[src/rtl/lfuc_pkg.sv]
package lfuc_pkg;

	localparam int unsigned DATA_BITS = 32;
	localparam int unsigned CAP_BITS  = 5;

	localparam logic ACT_GET = 1'b0;
	localparam logic ACT_PUT = 1'b1;

	localparam logic [DATA_BITS-1:0] MISS_VALUE = '1;

	// controller to datapath
	typedef struct packed {
		logic start;     // capture transaction, clear scan results
		logic rd_en;     // issue a table read at the scan pointer
		logic commit;    // apply the update and latch the result
		logic load_out;  // move the result into the output register
	} lfuc_cmd_t;

	// datapath to controller
	typedef struct packed {
		logic last_addr; // scan pointer sits on the final entry
		logic out_busy;  // output register holds a result not yet taken
		logic out_ready; // downstream takes the result this cycle
	} lfuc_status_t;

endpackage

[src/rtl/lfu_cache_table.sv]
// LFU key-value cache. A get (tuser 0) looks up the key and returns the stored
// value, or -1 on a miss; a put (tuser 1) updates a present key or inserts a
// new one, evicting the entry with the lowest use count (oldest touch on a tie)
// when the live capacity is reached. Each transaction scans all ENTRIES table
// slots through one registered read port, one slot per cycle, then drains the
// read, commits the update and loads the result into the output register as
// soon as that register is free or its result is being taken. A new
// transaction is accepted once the previous result sits in the output register.
// cfg_wdata sets the live capacity (reset 16, zero ignores puts); write it only
// while the cache is idle.
module lfu_cache_table #(
	parameter int unsigned ENTRIES    = 16,
	parameter int unsigned COUNT_BITS = 16
) (
	input  logic        clk,
	input  logic        arst_n,
	input  logic        s_tvalid,
	output logic        s_tready,
	input  logic [63:0] s_tdata,   // [31:0] lookup_key, [63:32] write_value
	input  logic        s_tuser,   // [0] action
	output logic        m_tvalid,
	input  logic        m_tready,
	output logic [31:0] m_tdata,   // [31:0] read_value
	output logic        m_tuser,   // [0] hit_found
	input  logic        cfg_we,
	input  logic [4:0]  cfg_wdata  // live_capacity
);
	import lfuc_pkg::*;

	lfuc_cmd_t    cmd;
	lfuc_status_t status;
	logic         in_ready;

	// accept a transaction only while the controller is idle
	assign s_tready = in_ready;

	lfuc_ctrl u_ctrl (
		.clk      (clk),
		.arst_n   (arst_n),
		.in_valid (s_tvalid),
		.in_ready (in_ready),
		.status   (status),
		.cmd      (cmd)
	);

	lfuc_dp #(
		.ENTRIES    (ENTRIES),
		.COUNT_BITS (COUNT_BITS)
	) u_dp (
		.clk         (clk),
		.arst_n      (arst_n),
		.cmd         (cmd),
		.status      (status),
		.action      (s_tuser),
		.lookup_key  (s_tdata[31:0]),
		.write_value (s_tdata[63:32]),
		.cfg_we      (cfg_we),
		.cfg_wdata   (cfg_wdata),
		.out_ready   (m_tready),
		.out_valid   (m_tvalid),
		.hit_found   (m_tuser),
		.read_value  (m_tdata)
	);

endmodule

[src/rtl/lfuc_ctrl.sv]
module lfuc_ctrl (
	input  logic                  clk,
	input  logic                  arst_n,
	input  logic                  in_valid,
	output logic                  in_ready,
	input  lfuc_pkg::lfuc_status_t status,
	output lfuc_pkg::lfuc_cmd_t    cmd
);
	import lfuc_pkg::*;

	localparam logic [2:0] ST_IDLE    = 3'd0;
	localparam logic [2:0] ST_SCAN    = 3'd1;
	localparam logic [2:0] ST_DRAIN   = 3'd2;
	localparam logic [2:0] ST_COMMIT  = 3'd3;
	localparam logic [2:0] ST_DELIVER = 3'd4;

	logic [2:0] state_q;
	logic [2:0] state_d;

	assign in_ready = (state_q == ST_IDLE);

	always_comb begin
		state_d      = state_q;
		cmd          = '0;
		case (state_q)
			ST_IDLE: begin
				if (in_valid) begin
					cmd.start = 1'b1;
					state_d   = ST_SCAN;
				end
			end
			ST_SCAN: begin
				cmd.rd_en = 1'b1;
				if (status.last_addr) begin
					state_d = ST_DRAIN;
				end
			end
			ST_DRAIN: begin
				state_d = ST_COMMIT;
			end
			ST_COMMIT: begin
				cmd.commit = 1'b1;
				state_d    = ST_DELIVER;
			end
			ST_DELIVER: begin
				if (!status.out_busy || status.out_ready) begin
					cmd.load_out = 1'b1;
					state_d      = ST_IDLE;
				end
			end
			default: begin
				state_d = ST_IDLE;
			end
		endcase
	end

	always_ff @(posedge clk or negedge arst_n) begin
		if (!arst_n) begin
			state_q <= ST_IDLE;
		end else begin
			state_q <= state_d;
		end
	end

endmodule

[src/rtl/lfuc_dp.sv]
module lfuc_dp #(
	parameter int unsigned ENTRIES    = 16,
	parameter int unsigned COUNT_BITS = 16
) (
	input  logic                             clk,
	input  logic                             arst_n,
	input  lfuc_pkg::lfuc_cmd_t              cmd,
	output lfuc_pkg::lfuc_status_t           status,
	input  logic                             action,
	input  logic [lfuc_pkg::DATA_BITS-1:0]   lookup_key,
	input  logic [lfuc_pkg::DATA_BITS-1:0]   write_value,
	input  logic                             cfg_we,
	input  logic [lfuc_pkg::CAP_BITS-1:0]    cfg_wdata,
	input  logic                             out_ready,
	output logic                             out_valid,
	output logic                             hit_found,
	output logic [lfuc_pkg::DATA_BITS-1:0]   read_value
);
	import lfuc_pkg::*;

	localparam int unsigned IW = (ENTRIES > 1) ? $clog2(ENTRIES) : 1;
	localparam int unsigned CW = IW + 1;

	// table storage
	logic [DATA_BITS-1:0]  key_mem   [ENTRIES];
	logic [DATA_BITS-1:0]  val_mem   [ENTRIES];
	logic [COUNT_BITS-1:0] cnt_mem   [ENTRIES];
	logic [63:0]           stamp_mem [ENTRIES];
	logic [ENTRIES-1:0]    valid_q;

	logic [CAP_BITS-1:0]  live_cap_q;
	logic [CW-1:0]        cap_eff;
	logic [CW-1:0]        occ_q;
	logic [63:0]          clock_q;

	logic                 act_q;
	logic [DATA_BITS-1:0] key_q;
	logic [DATA_BITS-1:0] wval_q;

	logic [CW-1:0]        scan_q;
	logic [IW-1:0]        rd_addr;

	logic                  rd_valid_s1;
	logic [IW-1:0]         idx_s1;
	logic                  valid_s1;
	logic [DATA_BITS-1:0]  key_s1;
	logic [DATA_BITS-1:0]  val_s1;
	logic [COUNT_BITS-1:0] cnt_s1;
	logic [63:0]           stamp_s1;

	logic                  hit_q;
	logic [IW-1:0]         hit_idx_q;
	logic [DATA_BITS-1:0]  hit_val_q;
	logic [COUNT_BITS-1:0] hit_cnt_q;
	logic                  free_q;
	logic [IW-1:0]         free_idx_q;
	logic                  vic_q;
	logic [IW-1:0]         vic_idx_q;
	logic [COUNT_BITS-1:0] vic_cnt_q;
	logic [63:0]           vic_stamp_q;

	logic                  res_hit_q;
	logic [DATA_BITS-1:0]  res_val_q;

	logic                  is_put;
	logic                  cap_zero;
	logic                  use_free;
	logic                  do_bump;
	logic                  do_ins;
	logic                  wr_en;
	logic [IW-1:0]         wr_slot;
	logic [COUNT_BITS-1:0] wr_cnt;
	logic                  better;

	assign rd_addr = scan_q[IW-1:0];
	assign cap_eff = (32'(live_cap_q) > 32'(ENTRIES)) ? CW'(ENTRIES) : CW'(live_cap_q);

	assign status.last_addr = (scan_q == CW'(ENTRIES - 1));
	assign status.out_busy  = out_valid;
	assign status.out_ready = out_ready;

	assign better = !vic_q || (cnt_s1 < vic_cnt_q) ||
		((cnt_s1 == vic_cnt_q) && (stamp_s1 < vic_stamp_q));

	assign is_put   = (act_q == ACT_PUT);
	assign cap_zero = (cap_eff == '0);
	assign use_free = free_q && (occ_q < cap_eff);
	assign do_bump  = hit_q && !(is_put && cap_zero);
	assign do_ins   = is_put && !cap_zero && !hit_q && (use_free || vic_q);
	assign wr_en    = cmd.commit && (do_bump || do_ins);
	assign wr_slot  = hit_q ? hit_idx_q : (use_free ? free_idx_q : vic_idx_q);
	assign wr_cnt   = do_bump ? ((&hit_cnt_q) ? hit_cnt_q : hit_cnt_q + 1'b1)
	                          : COUNT_BITS'(1);

	// memories: one write port, registered read at the scan pointer
	always_ff @(posedge clk) begin
		if (wr_en && do_ins) begin
			key_mem[wr_slot] <= key_q;
		end
		if (wr_en && is_put) begin
			val_mem[wr_slot] <= wval_q;
		end
		if (wr_en) begin
			cnt_mem[wr_slot]   <= wr_cnt;
			stamp_mem[wr_slot] <= clock_q;
		end
		key_s1   <= key_mem[rd_addr];
		val_s1   <= val_mem[rd_addr];
		cnt_s1   <= cnt_mem[rd_addr];
		stamp_s1 <= stamp_mem[rd_addr];
		valid_s1 <= valid_q[rd_addr];
		idx_s1   <= rd_addr;
	end

	// transaction capture and scan accumulators
	always_ff @(posedge clk) begin
		if (cmd.start) begin
			act_q  <= action;
			key_q  <= lookup_key;
			wval_q <= write_value;
		end
		if (rd_valid_s1 && valid_s1 && (key_s1 == key_q) && !hit_q) begin
			hit_idx_q <= idx_s1;
			hit_val_q <= val_s1;
			hit_cnt_q <= cnt_s1;
		end
		if (rd_valid_s1 && !valid_s1 && !free_q) begin
			free_idx_q <= idx_s1;
		end
		if (rd_valid_s1 && valid_s1 && better) begin
			vic_idx_q   <= idx_s1;
			vic_cnt_q   <= cnt_s1;
			vic_stamp_q <= stamp_s1;
		end
		if (cmd.commit) begin
			res_hit_q <= hit_q;
			res_val_q <= is_put ? '0 : (hit_q ? hit_val_q : MISS_VALUE);
		end
		if (cmd.load_out) begin
			hit_found  <= res_hit_q;
			read_value <= res_val_q;
		end
	end

	always_ff @(posedge clk or negedge arst_n) begin
		if (!arst_n) begin
			live_cap_q  <= CAP_BITS'(16);
			valid_q     <= '0;
			occ_q       <= '0;
			clock_q     <= '0;
			scan_q      <= '0;
			rd_valid_s1 <= 1'b0;
			hit_q       <= 1'b0;
			free_q      <= 1'b0;
			vic_q       <= 1'b0;
			out_valid   <= 1'b0;
		end else begin
			if (cfg_we) begin
				live_cap_q <= cfg_wdata;
			end
			rd_valid_s1 <= cmd.rd_en;
			if (cmd.start) begin
				scan_q <= '0;
				hit_q  <= 1'b0;
				free_q <= 1'b0;
				vic_q  <= 1'b0;
			end else begin
				if (cmd.rd_en) begin
					scan_q <= scan_q + 1'b1;
				end
				if (rd_valid_s1 && valid_s1 && (key_s1 == key_q)) begin
					hit_q <= 1'b1;
				end
				if (rd_valid_s1 && !valid_s1) begin
					free_q <= 1'b1;
				end
				if (rd_valid_s1 && valid_s1) begin
					vic_q <= 1'b1;
				end
			end
			if (wr_en) begin
				clock_q <= clock_q + 64'd1;
			end
			if (wr_en && do_ins) begin
				valid_q[wr_slot] <= 1'b1;
				if (use_free) begin
					occ_q <= occ_q + 1'b1;
				end
			end
			if (cmd.load_out) begin
				out_valid <= 1'b1;
			end else if (out_ready) begin
				out_valid <= 1'b0;
			end
		end
	end

	assert property (@(posedge clk) disable iff (!arst_n) 32'(occ_q) <= ENTRIES)
		else $error("occupancy exceeds table size");
	assert property (@(posedge clk) disable iff (!arst_n) cmd.commit |-> !rd_valid_s1)
		else $error("commit while scan reads are in flight");
	assert property (@(posedge clk) disable iff (!arst_n) $rose(out_valid) |-> $past(cmd.load_out))
		else $error("result shown without a load");

endmodule
[config.mk]
export PLATFORM = sky130hd
export DESIGN_NAME = lfu_cache_table
export DESIGN_NICKNAME = d
export VERILOG_FILES = /design/src/rtl/lfuc_pkg.sv /design/src/rtl/lfu_cache_table.sv /design/src/rtl/lfuc_ctrl.sv /design/src/rtl/lfuc_dp.sv
export SDC_FILE = /design/constraint.sdc
export NUM_CORES = 2
export LEC_CHECK = 0
export BUFFER_PORTS_ARGS = -buffer_cell sky130_fd_sc_hd__buf_2
export CAP_MARGIN = 20
export CELL_PAD_IN_SITES_DETAIL_PLACEMENT = 1
export CELL_PAD_IN_SITES_GLOBAL_PLACEMENT = 1
export CORE_UTILIZATION = 60
export CTS_CLUSTER_SIZE = 25
export DETAILED_ROUTE_END_ITERATION = 16
export GPL_ROUTABILITY_DRIVEN = 1
export GPL_TIMING_DRIVEN = 0
export PLACE_DENSITY = 0.89
export SLEW_MARGIN = 20
export SYNTH_ARGS = -nofsm -noshare
export SYNTH_HDL_FRONTEND = slang
export SYNTH_SLANG_ARGS = --single-unit
[constraint.sdc]
create_clock -name clk -period 10.1 [get_ports clk]
set_input_delay 1.01 -clock clk [delete_from_list [all_inputs] [get_ports clk]]
set_output_delay 1.01 -clock clk [all_outputs]
set_load 0.02 [all_outputs]
# Word-level counts from Yosys, hierarchy flattened
# Memories as Yosys holds them, arrays and structs flattened. A register that Yosys moved wholly into a read port is not among the register bits.
# Cells that the tools add are included.
[op_classes] add_sub_neg=4 magnitude_cmp=7 eq_ne=10 muxes=36 bitwise=1 reduce_logical=39
[ops] op="64-bit by 1-bit adder with 64-bit output, second input constant" count=1
[ops] op="64-bit < comparator" count=1
[ops] op="32-bit == test" count=1
[ops] op="16-bit two-way mux" count=2
[ops] op="32-bit two-way mux" count=1
[ops] op="1-bit two-way mux" count=22
[ops] op="1-bit logical AND" count=17
[ops] op="16-bit by 1-bit adder with 16-bit output, second input constant" count=1
[ops] op="16-bit == test" count=1
[ops] op="16-bit < comparator" count=1
[ops] op="16-bit OR" count=1
[ops] op="16-bit AND reduction" count=1
[ops] op="5-bit two-way mux" count=3
[ops] op="3-bit case mux with 5 select lines" count=1
[ops] op="5-bit by 1-bit adder with 5-bit output, second input constant" count=2
[ops] op="4-bit by 5-bit < comparator with 1-bit output, second input constant" count=2
[ops] op="2-bit nonzero test" count=5
[ops] op="3-bit two-way mux" count=3
[ops] op="4-bit two-way mux" count=2
[ops] op="1-bit zero test" count=7
[ops] op="3-bit by 2-bit == test with 1-bit output, second input constant" count=2
[ops] op="5-bit by 4-bit == test with 1-bit output, second input constant" count=1
[ops] op="5-bit > comparator, second input constant" count=1
[ops] op="5-bit zero test" count=1
[ops] op="other kinds (12)" count=17
[totals] reg_bits=379 ram_bits=2304 word_cells=128 mem_count=4
[mem_list] name="u_dp.stamp_mem" words=16 width=64 rd=1 rd_ports_with_merged_regs=1 write_ports=1 line="lfuc_dp.sv:28" source="logic [63:0] stamp_mem [ENTRIES];"
[mem_list] name="u_dp.key_mem" words=16 width=32 rd=1 rd_ports_with_merged_regs=1 write_ports=1 line="lfuc_dp.sv:25" source="logic [DATA_BITS-1:0] key_mem [ENTRIES];"
[mem_list] name="u_dp.val_mem" words=16 width=32 rd=1 rd_ports_with_merged_regs=1 write_ports=1 line="lfuc_dp.sv:26" source="logic [DATA_BITS-1:0] val_mem [ENTRIES];"
[mem_list] name="u_dp.cnt_mem" words=16 width=16 rd=1 rd_ports_with_merged_regs=1 write_ports=1 line="lfuc_dp.sv:27" source="logic [COUNT_BITS-1:0] cnt_mem [ENTRIES];"

# Logic depth before layout (Yosys ltp)
[logic_depth] ltp_word=12 mapped_depth=11

# Modules after synthesis
# A second synthesis with hierarchy kept.
[unflattened] cells_unflattened=4575 hier_area_um2=105618.8
[by_module_without_submodules] mod="lfuc_dp" instances=1 cells_each=4556 area_per_inst_um2=105439.9
[by_module_without_submodules] mod="lfuc_ctrl" instances=1 cells_each=19 area_per_inst_um2=178.9

# Least setup slack after synthesis
# OpenSTA, ideal clock, no wires.
[synth_path] path_kind="register -> register" from="register u_ctrl.state_q[2]" to="memory u_dp.cnt_mem[1][0], enable pin" setup_ns=0.519 arrival_time_ns=5.561 t_required_ns=9.581 path_slack_ns=4.020 path_stages_with_launch=9 cell_sequence="dfrtp_1 nand3b_1 inv_1 o31a_1 and2_1 buf_6 buf_2 o21ai_1 nor2_1"
[synth_between] elab_chain_len=5
[synth_rtl] item="start, declared" line="lfuc_ctrl.sv:17" source="logic [2:0] state_q;"
[synth_rtl] item="start signal, assigned" line="lfuc_ctrl.sv:61" source="state_q <= state_d;"
[synth_rtl] item="3-bit by 2-bit == test with 1-bit output" line="lfuc_ctrl.sv:25" source="case (state_q)"
[synth_rtl] item="1-bit two-way mux" line="lfuc_ctrl.sv:25"
[synth_rtl] item="1-bit logical AND" line="lfuc_dp.sv:90" source="assign wr_en = cmd.commit && (do_bump || do_ins);"
[synth_rtl] item="1-bit two-way mux" line="lfuc_dp.sv:103" source="if (wr_en) begin"
[synth_rtl] item="1-bit two-way mux (implied by the code)" line="lfuc_dp.sv:104" source="cnt_mem[wr_slot] <= wr_cnt;"
[synth_rtl] item="end, declared" line="lfuc_dp.sv:27"
# No other way between the ends.

# Worst setup path after layout
[layout_path] from="register u_dp.live_cap_q[4]" to="memory u_dp.stamp_mem[15][45], enable pin"
[layout_between] elab_chain_len=11 word_cells_on_any_way=19
[layout_rtl] item="start, declared" line="lfuc_dp.sv:31" source="logic [CAP_BITS-1:0] live_cap_q;"
[layout_rtl] item="start signal, assigned" line="lfuc_dp.sv:159" source="live_cap_q <= cfg_wdata;"
[layout_rtl] item="5-bit > comparator" line="lfuc_dp.sv:76" source="assign cap_eff = (32'(live_cap_q) > 32'(ENTRIES)) ? CW'(ENTRIES) : CW'(live_cap_q);"
[layout_rtl] item="5-bit two-way mux *" line="lfuc_dp.sv:76"
[layout_rtl] item="branches (longest 9 deep; another with 5-bit < comparator)"
[layout_rtl] item="end, declared" line="lfuc_dp.sv:28"
# Mark *: on every way between the ends.

==> results.txt <==
The run finished, with violations left. The final reports fail on capacitance limit, slew limit. The number of hold violations in the final report came out at 0. Dividing the synthesized area by the synthesized cell count gives 23.13 um^2. The total power of the final layout is 33430 uW. The initial antenna violation count is 30. The initial cell density of the core is 60.57%. During synthesis, Yosys emitted a total of 0 warnings. The core footprint is 174400 um^2. The ratio of cells with drive above 1 in the final layout is 29.63%.

The share of flip-flops with an asynchronous set or reset after synthesis came out at 3.643%. The worst setup path is of the reg2reg kind. Setup repair after global routing left no endpoint under its margin.

The signal on the critical path passes through inv_1 > nand2_1 > ha_1 > a21o_1 > a31oi_4 > o21ai_2 > a21boi_1 > buf_2 > o21ai_1 > nor2_4 > buf_16 > buf_16 > buf_16 > buf_16. The count of final max-slew check failures is 27. STA classifies the critical path endpoint as a flip-flop. The total iterations of the first detailed-routing run is 7. The hold buffer count at CTS came out at 0. The slowest stage of the critical path belongs to the cell sky130_fd_sc_hd__nor2_4. The total via count after detailed routing came out at 62762. The maximum single-stage delay on the critical path came out at 950 ps. The die covers 177800 um^2. The synthesized design contains 2827 register bits.

For the final database, setup skew stands at 89.75 ps. The total DRC errors in the routed layout is 0. After global routing the overflow that remains totals 0. The power density of the placed cells is 273.6 nW/um^2.

The final-stage net count came out at 5295. The die boundary height is 421.6 um. TritonCTS built the clock tree. The count of buffers from port buffering is 109. The largest net degree at the start of global routing came out at 59. The count of filler cells inserted in the layout came out at 12785. Among all flip-flop cells after synthesis, the most frequent one is sky130_fd_sc_hd__edfxtp_1. The maximum frequency from static timing analysis came out at 0.1715 GHz.

The final critical delay including setup and external delays came out at 5830 ps. Counting every net in the synthesized netlist gives 4731. The top cell types in the final layout, fill and taps aside, are 2575 x sky130_fd_sc_hd__edfxtp_1, 725 x sky130_fd_sc_hd__mux4_2, 297 x sky130_fd_sc_hd__clkbuf_16. After clock tree synthesis, the clock-pin slew on the worst setup and hold paths is 80 ps. The clock reaches the later pin of the worst-skew pair after 1000 ps. Along the worst path, the maximum fanout reaches 14.

For the pin with the worst max-slew slack, the measured transition is 1581 ps. The total negative slack for setup checks is 0 ps. In this run, the number of DRC markers left after iteration 0 of detailed routing was 13117. The number of synthesized flops with an enable pin came out at 2575.

The clock sink count came out at 2827. The global-route wire length before repair is 531900 um. The growth of design area from synthesis to finish came out at 15.65%. Synthesis handed over a netlist of 4568 instances. The die is 421.6 um wide. The final design area excluding fillers came out at 122200 um^2.

The post-synthesis sequential area ratio came out at 78.46%. The number of global-route vias before repair is 61633. The worst setup path is launched from a flip-flop. Hold is met by 68.15 ps. The total routing resource utilization after global routing is 44.80%.

The tree is rooted in a sky130_fd_sc_hd__clkbuf_16. The sum of buffers and inverters on the critical path came out at 6. The per-cell via count in the routed design is 8.165.

The total leakage power came out at 0.04033 uW. The category of cells accounting for the largest share of critical-path delay is compound AO/OA/AOI/OAI gates. The max-capacitance violation count came out at 2. The distinct cell type count of the synthesized netlist came out at 74. The detailed-placement wirelength estimate is 202700 um. Headroom to the max-slew limit came out at -5.424%. The number of buffers created by CTS is 287. The type of the most critical hold path is in2async.

The worst vdd rail ir drop came out at 0.2731 mV. In this run the number of H-tree levels came out at 5. After detailed routing, the average wire length per cell comes to 54.59 um. The required time at the endpoint of the critical path came out at 10740 ps.

The endpoint arrival time on the critical path is 6470 ps. The placement-stage cell area came out at 113000 um^2. The count of instances resized after the clock tree is built came out at 0. The cell area that synthesis handed to floorplanning was 105600 um^2.

The antenna violation net count after detailed routing is 0. The routed wire length is 419600 um. The most repeated library cell on the critical path is sky130_fd_sc_hd__buf_16.

The final RePlAce weighted congestion is 0.7923. The final critical path takes up 57.73% of the cycle. The number of primary I/O pins is 110. The share of the core filled with cells in the final layout came out at 70.05%. The final setup violation count is 0.

Once the clock tree was built, the setup fixing pass inserted 0 buffers. The cell count of the worst reg-to-reg path came out at 14. The leading cell type in the layout, fill and taps excluded is sky130_fd_sc_hd__edfxtp_1. The number of placement rows is 153.

The maximum root-to-sink buffer count came out at 4. The critical path depth in cells is 14.
## metrics by stage
step	setup WS [ps]	std cells
after floorplan	4020	4568
after global placement	-1831	7002
after detailed placement	5221	7162
after CTS	4705	7659
after global routing	4559	7670
final	4270	7687
## state kept, by name, indices dropped and copies added (netlist names), 64 cells and up
register,cells
u_dp.vic_stamp_q,64
u_dp.clock_q,64
u_dp.cnt_mem,256
u_dp.val_mem,512
u_dp.stamp_s1,64
u_dp.key_mem,512
u_dp.stamp_mem,1024
## logic make-up after synthesis
group / synth area share (%)
muxes: 15.55
buffers and inverters: 1.078
xor gates and xnor gates: 0.9203
AOI/OAI and AO/OA: 1.296
DFF: 78.46
and+or+nand+nor: 1.655
adders and majority gates: 1.042
## Yosys cell counts (33+ instances only)
| library cell | n | share of area (%) |
|---|---|---|
| sky130_fd_sc_hd__dfrtp_1 | 102 | 2.4 |
| sky130_fd_sc_hd__nor2_1 | 95 | 0.34 |
| sky130_fd_sc_hd__inv_1 | 97 | 0.34 |
| sky130_fd_sc_hd__dfxtp_1 | 149 | 2.8 |
| sky130_fd_sc_hd__buf_1 | 47 | 0.17 |
| sky130_fd_sc_hd__o21a_1 | 34 | 0.24 |
| sky130_fd_sc_hd__xnor2_1 | 49 | 0.41 |
| sky130_fd_sc_hd__mux4_2 | 725 | 15 |
| sky130_fd_sc_hd__a21oi_1 | 38 | 0.18 |
| sky130_fd_sc_hd__clkbuf_1 | 110 | 0.39 |
| sky130_fd_sc_hd__nand2_1 | 61 | 0.22 |
| sky130_fd_sc_hd__edfxtp_1 | 2575 | 73 |
| sky130_fd_sc_hd__xor2_1 | 62 | 0.51 |
| sky130_fd_sc_hd__ha_1 | 88 | 1.0 |
| sky130_fd_sc_hd__nand4_1 | 33 | 0.20 |
## path summary, 6_finish.rpt
path | from | end | slack [ps]
worst max-delay path | u_dp.live_cap_q[4] | u_dp.stamp_mem[15][45] | 4270
worst min-delay path | arst_n | u_dp.clock_q[35] | 70
worst max register to register | u_dp.live_cap_q[4] | u_dp.stamp_mem[15][45] | 4270
worst min register to register | u_dp.val_s1[28] | u_dp.hit_val_q[28] | 400
max in group asynchronous | arst_n | u_dp.live_cap_q[4] | 9090
min in group clk | s_tdata[2] | u_dp.key_q[2] | 200
## per-layer routing
layer,up-vias,track usage (%),wire length (um)
met5,-,0.1613,240
met4,32,36.77,48390
met3,2756,11.75,58690
met2,8530,71.10,193600
met1,31152,51.71,118700
li1,20292,-,-
## where the power goes
group | total, uW | internal [uW] | switching [uW]
clock network | 11200 | 6000 | 5190
registers | 14000 | 13300 | 604
logic | 8280 | 3330 | 4960
## cell type report
type                            instances  area (um^2)  share of cell area, %
Tap cell                             2325         2909                  2.381
Antenna cell                           22        55.05                0.04506
Inverter                               97        364.1                 0.2980
Clock inverter                         86        793.3                 0.6493
Timing Repair Buffer                  275         4104                  3.359
Sequential cell                      2827        82890                  67.84
Buffer                                190        864.6                 0.7077
Multi-Input combinational cell       1454        22050                  18.05
Clock buffer                          411         8140                  6.663
No activity file was read; power rests on OpenSTA's default activity.
